===== src/rtl/core/nfrt_pkg.sv =====
// ----------------------------------------------------------------------------
// Noise floor range tracker package
// Shared widths, window limits, action and register codes.
// ----------------------------------------------------------------------------
package nfrt_pkg;

    localparam int FLOOR_W    = 13;
    localparam int SPAN_W     = 12;
    localparam int ACCUM_W    = 11;
    localparam int CFG_IDX_W  = 3;
    localparam int CFG_DATA_W = 16;

    localparam logic signed [FLOOR_W-1:0] FLOOR_LO    = -13'sd2560;
    localparam logic signed [FLOOR_W-1:0] FLOOR_HI    = -13'sd480;
    localparam logic signed [FLOOR_W-1:0] FLOOR_RESET = -13'sd1600;

    localparam logic [SPAN_W-1:0] SPAN_LO    = 12'd480;
    localparam logic [SPAN_W-1:0] SPAN_HI    = 12'd2560;
    localparam logic [SPAN_W-1:0] SPAN_RESET = 12'd960;

    typedef enum logic [1:0] {
        ACT_TICK   = 2'd0,
        ACT_FIT    = 2'd1,
        ACT_STICKY = 2'd2,
        ACT_LOAD   = 2'd3
    } t_action;

    typedef enum logic [CFG_IDX_W-1:0] {
        REG_THROTTLE   = 3'd0,
        REG_DEADBAND   = 3'd1,
        REG_JUMP       = 3'd2,
        REG_ALPHA_RISE = 3'd3,
        REG_ALPHA_FALL = 3'd4
    } t_reg_index;

    function automatic logic signed [FLOOR_W-1:0] clamp_floor(input logic signed [16:0] v);
        logic signed [FLOOR_W-1:0] res;
        if (v < 17'(FLOOR_LO)) begin
            res = FLOOR_LO;
        end else if (v > 17'(FLOOR_HI)) begin
            res = FLOOR_HI;
        end else begin
            res = FLOOR_W'(v);
        end
        return res;
    endfunction

endpackage


===== src/rtl/core/nfrt_in_if.sv =====
// ----------------------------------------------------------------------------
// Noise floor range tracker input channel
// Valid/ready channel that carries one measurement or action word.
// ----------------------------------------------------------------------------
interface nfrt_in_if;
    logic               valid;
    logic               ready;
    logic [1:0]         action;
    logic [9:0]         elapsed_ms;
    logic               floor_valid;
    logic signed [15:0] floor_level;
    logic               sticky_value;
    logic signed [15:0] load_min;
    logic signed [15:0] load_max;

    modport source (
        output valid, action, elapsed_ms, floor_valid, floor_level,
               sticky_value, load_min, load_max,
        input  ready
    );
    modport sink (
        input  valid, action, elapsed_ms, floor_valid, floor_level,
               sticky_value, load_min, load_max,
        output ready
    );
endinterface


===== src/rtl/core/nfrt_out_if.sv =====
// ----------------------------------------------------------------------------
// Noise floor range tracker output channel
// Valid/ready channel that carries one window result word.
// ----------------------------------------------------------------------------
interface nfrt_out_if;
    logic               valid;
    logic               ready;
    logic signed [12:0] window_min;
    logic signed [12:0] window_max;
    logic               changed;
    logic               persist;
    logic               sticky_state;

    modport source (
        output valid, window_min, window_max, changed, persist, sticky_state,
        input  ready
    );
    modport sink (
        input  valid, window_min, window_max, changed, persist, sticky_state,
        output ready
    );
endinterface


===== src/rtl/core/noise_floor_range_tracker.sv =====
// An accepted word is held in the input register, then its result is written
// to the result register; the state update and the single 16x12 multiply
// of the glide step sit between them. Throughput: one word per cycle unless
// a result waits; then the state holds and only an empty input register fills.
// Reset: synchronous, active low; window -1600/960, sticky off, accumulator
// cleared and the tuning registers at their defaults.
// ----------------------------------------------------------------------------
// Noise floor range tracker
// Keeps a display window from noise floor measurements with throttled,
// asymmetric smoothing of the floor.
// ----------------------------------------------------------------------------
module noise_floor_range_tracker
    import nfrt_pkg::*;
(
    input  logic                  i_clk,
    input  logic                  i_rst_n,
    nfrt_in_if.sink               i_in,
    nfrt_out_if.source            o_out,
    input  logic                  i_cfg_we,
    input  logic [CFG_IDX_W-1:0]  i_cfg_index,
    input  logic [CFG_DATA_W-1:0] i_cfg_data
);

    logic [9:0]  r_throttle;
    logic [7:0]  r_deadband;
    logic [11:0] r_jump;
    logic [15:0] r_alpha_rise;
    logic [15:0] r_alpha_fall;

    logic                      r_in_vld;
    t_action                   r_in_action;
    logic [9:0]                r_in_elapsed;
    logic                      r_in_fvalid;
    logic signed [15:0]        r_in_level;
    logic                      r_in_sval;
    logic signed [15:0]        r_in_lmin;
    logic signed [15:0]        r_in_lmax;

    logic signed [FLOOR_W-1:0] r_floor, n_floor;
    logic [SPAN_W-1:0]         r_span, n_span;
    logic                      r_sticky, n_sticky;
    logic                      r_started, n_started;
    logic [ACCUM_W-1:0]        r_accum, n_accum;
    logic                      n_persist;

    logic                      r_out_vld;
    logic signed [FLOOR_W-1:0] r_out_min;
    logic signed [FLOOR_W-1:0] r_out_max;
    logic                      r_out_changed;
    logic                      r_out_persist;
    logic                      r_out_sticky;

    logic                      advance;
    logic signed [16:0]        level_x;
    logic signed [16:0]        floor_x;
    logic signed [16:0]        diff;
    logic [16:0]               mag;
    logic [15:0]               alpha;
    logic [27:0]               prod;
    logic [28:0]               prod_rnd;
    logic [11:0]               step;
    logic signed [16:0]        glide_x;
    logic [ACCUM_W-1:0]        accum_sum;
    logic signed [16:0]        load_span;
    logic [13:0]               top_sum;

    assign advance    = r_in_vld && (!r_out_vld || o_out.ready);
    assign i_in.ready = !r_in_vld || advance;

    always_ff @(posedge i_clk) begin
        if (!i_rst_n) begin
            r_throttle   <= 10'd100;
            r_deadband   <= 8'd2;
            r_jump       <= 12'd400;
            r_alpha_rise <= 16'd10060;
            r_alpha_fall <= 16'd2148;
        end else if (i_cfg_we) begin
            case (i_cfg_index)
                REG_THROTTLE:   r_throttle   <= i_cfg_data[9:0];
                REG_DEADBAND:   r_deadband   <= i_cfg_data[7:0];
                REG_JUMP:       r_jump       <= i_cfg_data[11:0];
                REG_ALPHA_RISE: r_alpha_rise <= i_cfg_data;
                REG_ALPHA_FALL: r_alpha_fall <= i_cfg_data;
                default: ;
            endcase
        end
    end

    always_ff @(posedge i_clk) begin
        if (!i_rst_n) begin
            r_in_vld <= 1'b0;
        end else if (i_in.ready) begin
            r_in_vld <= i_in.valid;
        end
    end

    always_ff @(posedge i_clk) begin
        if (i_in.valid && i_in.ready) begin
            r_in_action  <= t_action'(i_in.action);
            r_in_elapsed <= i_in.elapsed_ms;
            r_in_fvalid  <= i_in.floor_valid;
            r_in_level   <= i_in.floor_level;
            r_in_sval    <= i_in.sticky_value;
            r_in_lmin    <= i_in.load_min;
            r_in_lmax    <= i_in.load_max;
        end
    end

    always_comb begin
        level_x   = 17'(r_in_level);
        floor_x   = 17'(r_floor);
        diff      = level_x - floor_x;
        mag       = diff[16] ? 17'(-diff) : 17'(diff);
        alpha     = (diff > 17'sd0) ? r_alpha_rise : r_alpha_fall;
        prod      = alpha * mag[11:0];
        prod_rnd  = {1'b0, prod} + 29'd32768;
        step      = prod_rnd[27:16];
        glide_x   = diff[16] ? (floor_x - 17'($signed({1'b0, step})))
                             : (floor_x + 17'($signed({1'b0, step})));
        accum_sum = r_accum + ACCUM_W'(r_in_elapsed);
        load_span = 17'(r_in_lmax) - 17'(r_in_lmin);

        n_floor   = r_floor;
        n_span    = r_span;
        n_sticky  = r_sticky;
        n_started = r_started;
        n_accum   = r_accum;
        n_persist = 1'b0;

        case (r_in_action)
            ACT_TICK: begin
                if (r_sticky) begin
                    n_accum = accum_sum;
                    if (accum_sum >= ACCUM_W'(r_throttle)) begin
                        n_accum = '0;
                        if (r_in_fvalid) begin
                            if (!r_started) begin
                                n_floor   = clamp_floor(level_x);
                                n_started = 1'b1;
                            end else if (mag[15:0] < 16'(r_deadband)) begin
                                n_floor = r_floor;
                            end else if (mag[15:0] > 16'(r_jump)) begin
                                n_floor = clamp_floor(level_x);
                            end else begin
                                n_floor = clamp_floor(glide_x);
                            end
                        end
                    end
                end
            end
            ACT_FIT: begin
                if (r_in_fvalid) begin
                    n_floor   = clamp_floor(level_x);
                    n_persist = 1'b1;
                end
            end
            ACT_STICKY: begin
                n_sticky  = r_in_sval;
                n_started = 1'b0;
                n_persist = !r_in_sval;
            end
            ACT_LOAD: begin
                n_floor = clamp_floor(17'(r_in_lmin));
                if (load_span < $signed({5'd0, SPAN_LO})) begin
                    n_span = SPAN_LO;
                end else if (load_span > $signed({5'd0, SPAN_HI})) begin
                    n_span = SPAN_HI;
                end else begin
                    n_span = load_span[SPAN_W-1:0];
                end
                n_sticky  = r_in_sval;
                n_started = 1'b0;
            end
            default: ;
        endcase

        top_sum = 14'(n_floor) + {2'b00, n_span};
    end

    always_ff @(posedge i_clk) begin
        if (!i_rst_n) begin
            r_floor   <= FLOOR_RESET;
            r_span    <= SPAN_RESET;
            r_sticky  <= 1'b0;
            r_started <= 1'b0;
            r_accum   <= '0;
        end else if (advance) begin
            r_floor   <= n_floor;
            r_span    <= n_span;
            r_sticky  <= n_sticky;
            r_started <= n_started;
            r_accum   <= n_accum;
        end
    end

    always_ff @(posedge i_clk) begin
        if (!i_rst_n) begin
            r_out_vld <= 1'b0;
        end else if (advance) begin
            r_out_vld <= 1'b1;
        end else if (o_out.ready) begin
            r_out_vld <= 1'b0;
        end
    end

    always_ff @(posedge i_clk) begin
        if (advance) begin
            r_out_min     <= n_floor;
            r_out_max     <= top_sum[FLOOR_W-1:0];
            r_out_changed <= (n_floor != r_floor) || (n_span != r_span);
            r_out_persist <= n_persist;
            r_out_sticky  <= n_sticky;
        end
    end

    assign o_out.valid        = r_out_vld;
    assign o_out.window_min   = r_out_min;
    assign o_out.window_max   = r_out_max;
    assign o_out.changed      = r_out_changed;
    assign o_out.persist      = r_out_persist;
    assign o_out.sticky_state = r_out_sticky;

endmodule


===== src/flat_wrapper.sv =====
// flat-port wrapper written by rule: the top's interface ports become plain ports
module noise_floor_range_tracker_flat import nfrt_pkg::*;
  (i_clk, i_rst_n, i_cfg_we, i_cfg_index, i_cfg_data, i_in_valid, i_in_action, i_in_elapsed_ms, i_in_floor_valid, i_in_floor_level, i_in_sticky_value, i_in_load_min, i_in_load_max, i_in_ready, o_out_valid, o_out_window_min, o_out_window_max, o_out_changed, o_out_persist, o_out_sticky_state, o_out_ready);
  nfrt_in_if i_in_i ();
  nfrt_out_if o_out_i ();
  input  logic i_clk;
  input  logic i_rst_n;
  input  logic i_cfg_we;
  input  logic [CFG_IDX_W-1:0] i_cfg_index;
  input  logic [CFG_DATA_W-1:0] i_cfg_data;
  input wire logic [$bits(i_in_i.valid)-1:0] i_in_valid;
  input wire logic [$bits(i_in_i.action)-1:0] i_in_action;
  input wire logic [$bits(i_in_i.elapsed_ms)-1:0] i_in_elapsed_ms;
  input wire logic [$bits(i_in_i.floor_valid)-1:0] i_in_floor_valid;
  input wire logic [$bits(i_in_i.floor_level)-1:0] i_in_floor_level;
  input wire logic [$bits(i_in_i.sticky_value)-1:0] i_in_sticky_value;
  input wire logic [$bits(i_in_i.load_min)-1:0] i_in_load_min;
  input wire logic [$bits(i_in_i.load_max)-1:0] i_in_load_max;
  output wire logic [$bits(i_in_i.ready)-1:0] i_in_ready;
  output wire logic [$bits(o_out_i.valid)-1:0] o_out_valid;
  output wire logic [$bits(o_out_i.window_min)-1:0] o_out_window_min;
  output wire logic [$bits(o_out_i.window_max)-1:0] o_out_window_max;
  output wire logic [$bits(o_out_i.changed)-1:0] o_out_changed;
  output wire logic [$bits(o_out_i.persist)-1:0] o_out_persist;
  output wire logic [$bits(o_out_i.sticky_state)-1:0] o_out_sticky_state;
  input wire logic [$bits(o_out_i.ready)-1:0] o_out_ready;
  assign i_in_i.valid = i_in_valid;
  assign i_in_i.action = i_in_action;
  assign i_in_i.elapsed_ms = i_in_elapsed_ms;
  assign i_in_i.floor_valid = i_in_floor_valid;
  assign i_in_i.floor_level = i_in_floor_level;
  assign i_in_i.sticky_value = i_in_sticky_value;
  assign i_in_i.load_min = i_in_load_min;
  assign i_in_i.load_max = i_in_load_max;
  assign i_in_ready = i_in_i.ready;
  assign o_out_valid = o_out_i.valid;
  assign o_out_window_min = o_out_i.window_min;
  assign o_out_window_max = o_out_i.window_max;
  assign o_out_changed = o_out_i.changed;
  assign o_out_persist = o_out_i.persist;
  assign o_out_sticky_state = o_out_i.sticky_state;
  assign o_out_i.ready = o_out_ready;
  noise_floor_range_tracker u_core (.i_clk(i_clk), .i_rst_n(i_rst_n), .i_in(i_in_i), .o_out(o_out_i), .i_cfg_we(i_cfg_we), .i_cfg_index(i_cfg_index), .i_cfg_data(i_cfg_data));
endmodule

===== config.mk =====
export PLATFORM = sky130hd
export DESIGN_NAME = noise_floor_range_tracker_flat
export DESIGN_NICKNAME = d
export VERILOG_FILES = /design/src/rtl/core/nfrt_pkg.sv /design/src/rtl/core/nfrt_in_if.sv /design/src/rtl/core/nfrt_out_if.sv /design/src/rtl/core/noise_floor_range_tracker.sv /design/src/flat_wrapper.sv
export SDC_FILE = /design/constraint.sdc
export NUM_CORES = 1
export LEC_CHECK = 0
export ABC_AREA = 1
export ABC_CLOCK_PERIOD_IN_PS = 18500
export BUFFER_PORTS_ARGS = -buffer_cell sky130_fd_sc_hd__buf_2
export CORE_AREA = 4 4 163 323
export CTS_CLUSTER_DIAMETER = 80
export DETAILED_ROUTE_END_ITERATION = 10
export DIE_AREA = 0 0 167 327
export SKIP_CTS_REPAIR_TIMING = 1
export SYNTH_ARGS = -nofsm -noshare
export SYNTH_HDL_FRONTEND = slang
export SYNTH_SLANG_ARGS = --single-unit

===== constraint.sdc =====
create_clock -name i_clk -period 18.5 [get_ports i_clk]
set_input_delay 3.7 -clock i_clk [delete_from_list [all_inputs] [get_ports i_clk]]
set_output_delay 3.7 -clock i_clk [all_outputs]
set_load 0.02 [all_outputs]

==> metrics <==
status finished, final reports clean; list of most frequent post-synthesis cells nand2_1 (654), inv_1 (497), nor2_1 (219); Final Hold Viols 0; largest net degree at the start of global routing about 80; Post-Syn Area 19900 sq um; Avg Synthesized Cell Area 7.28 sq um; TritonCTS clock tree yes; RSZ-0062 raised after global routing no; Root Driver clkbuf_16; vias in the first global route between 15000 and 20000; first-pass GRT wire length 105000 microns; setup TNS 0 ns; highest routed layer met4; IO Count 117; setup slack, reg-to-reg between 4 and 5 ns; Slew headroom 31.5%; initial DRC count ~1100; reg2reg path depth 62; CP endpoint kind flop; Port Buf Inserts approximately 120; routed wl met2 around 37000 microns; multi-input logic area 12900 sq um; Routed met3 length about 2700 microns; wire length per cell around 20 microns; clock slew at reported path FFs 0.09 ns; Worst-Margin Slew 1.02 ns; post-synthesis register bit count approximately 190; Largest stage delay, worst path ~0.57 ns; post-route ant nets 0; worst path arrival time ~14 ns; Adder-Cell Fraction of Synth Area between 20% and 30%; overall routing resource usage 24.9%; FF/Latch Area roughly 4800 sq um; GR Overflow Total 0; via count of the routed design roughly 19000; Worst Setup Path Type reg2reg; sequential area share after synthesis between 20% and 30%; initial antenna violation count 0; Net Count, Synth between 3000 and 4000; clock buffer depth 2; complex-gate fraction of the synthesized area a little under an eighth; Final Util between 40 and 50%; Setup crit start kind flop; chip height 327 microns; Synth async-reset ratio 0%; Ys Warns 0; row cnt between 100 and 150; Final min period approximately 14 ns; Worst R2R Start u_core.r_floor[0]; post-synthesis mux area share less than 1%; synthesis-to-finish area growth 9.52%; Max Clk Rate between 70 and 80 MHz; Critical R2R Capture u_core.o_out.window_max[12]; Yosys cell types 56; Num CTS Buffers 17; Critical Path RT about 19 ns; final worst path period share about three quarters; main combinational cell family by area after synthesis adder cells; final slew viol count 0; Post-Synth XOR/XNOR Area approximately 2.8%; worst skew pair latency roughly 0.47 ns; core area around 50000 sq um; Die W 167 microns; Initial Utilization about two fifths; Post-Synthesis Cells 2733; Post-synth EDFFs 91; slowest CP cell fa_1; Final nets about 3200; post-synth top area cell fa_1; M1 wire length approximately 21000 microns; dominant synthesized flop cell dfxtp_1; setup slack after layout 4.34 ns; dpl hpwl 56400 microns; Max FO, Critical Path 31; RD Place Congestion around 0.97; antenna cells 0; max_cap viols 0; Critical Path Most Common Cell nand2_1; drt drc 0; dpl ws 4.63 ns; HP Start u_core.r_alpha_rise[10]; CTS sink cnt 193; share of the synthesized area in the top cell type approximately 14%; worst hold path endpoint u_core.r_alpha_rise[10]; Area contributors post-synth fa_1 (14%), edfxtp_1 (14%), nand2_1 (12%); cell with the most instances after synthesis nand2_1; DR pass1 iterations 6; number of setup violations in the final report 0; Hold Path Depth 2; Clock Skews 0.0174 ns; H-tree levels 4; Via density roughly 5.3; share of cells above drive strength 1 approximately 8.6%; Die ar. about 55000 sq um; fill cell count 5210; Hold Crit Class reg2reg; WL final 68100 microns; area share of and/or/nand/nor cells after synthesis 24.8%
[worst max path at each step]
stage	start	endpoint	slack [ns]	depth (start not counted)
global route	u_core.r_floor[0]	u_core.o_out.window_max[12]	3.22	65
CTS	u_core.r_floor[0]	u_core.o_out.window_max[12]	4.57	65
finish	u_core.r_floor[0]	u_core.o_out.window_max[12]	4.34	62
global placement	u_core.r_floor[0]	u_core.o_out.window_max[12]	4.68	65
detailed placement	u_core.r_floor[0]	u_core.o_out.window_max[12]	4.63	65
floorplan	u_core.r_in_level[0]	u_core.o_out.window_max[12]	7.64	66
[cells by family (layout without fill, tap and decap cells)]
group           after synthesis  in the layout
mux                           2              2
compound gates              419            419
xor+xnor                     61             61
fa+ha+maj                   322            322
flops                       193            193
buf+inv                     580            688
simple gates               1156           1156
[worst max-delay path, delay by kind of cell (launching register included)]
kind / cells / cell delay (ns)
buf+inv: 12 / 2.04
fa+ha+maj: 11 / 4.57
simple gates: 27 / 3.74
xor+xnor: 1 / 0.22
flops: 1 / 0.44
compound gates: 11 / 2.88
[metrics by stage]
stage	hold WS, ns	instance area (sq um)	instances
6_report	0.462	21800	3490
5_1_grt	0.488	21800	3490
3_5_place_dp	0.438	21200	3458
2_1_floorplan	0.424	19900	2733
3_3_place_gp	0.440	21200	3458
4_1_cts	0.461	21800	3490
[layout by cell type, fill, tap and decap left out, types with 42 or more instances in the layout]
| master | n |
|---|---|
| nand3_1 | 136 |
| o21ai_0 | 155 |
| buf_2 | 116 |
| fa_1 | 143 |
| xor2_1 | 42 |
| dfxtp_1 | 102 |
| ha_1 | 179 |
| inv_1 | 495 |
| a21oi_1 | 172 |
| edfxtp_1 | 91 |
| nand2_1 | 654 |
| nor2_1 | 219 |
[registers in the layout, summed over array words and instances, names as in the netlist, 13 cells and up]
| register | count |
|---|---|
| u_core.o_out.window_min | 13 |
| u_core.o_out.window_max | 13 |
| u_core.r_in_lmin | 16 |
| u_core.r_alpha_fall | 16 |
| u_core.r_alpha_rise | 16 |
| u_core.r_floor | 13 |
| u_core.r_in_lmax | 16 |
| u_core.r_in_level | 16 |
[per-layer routing]
layer | GRT usage [%] | vias up
met4 | 20.6 | 0
met2 | 48.4 | 660
met1 | 22.3 | 8686
li1 | - | 8900
met5 | 0 | -
met3 | 3.03 | 282
[layout make-up]
class | count | area share, %
tap | 649 | 3.72
clock inverter | 14 | 0.803
sequential | 193 | 21.9
timing repair buffer | 126 | 3.01
multi-input combinational | 1960 | 59.3
clock buffer | 18 | 2.07
inverter | 530 | 9.15
Power is left out: the tool's default activity adds up to more than one toggle a clock period on the data nets, which glitch-free logic cannot reach.
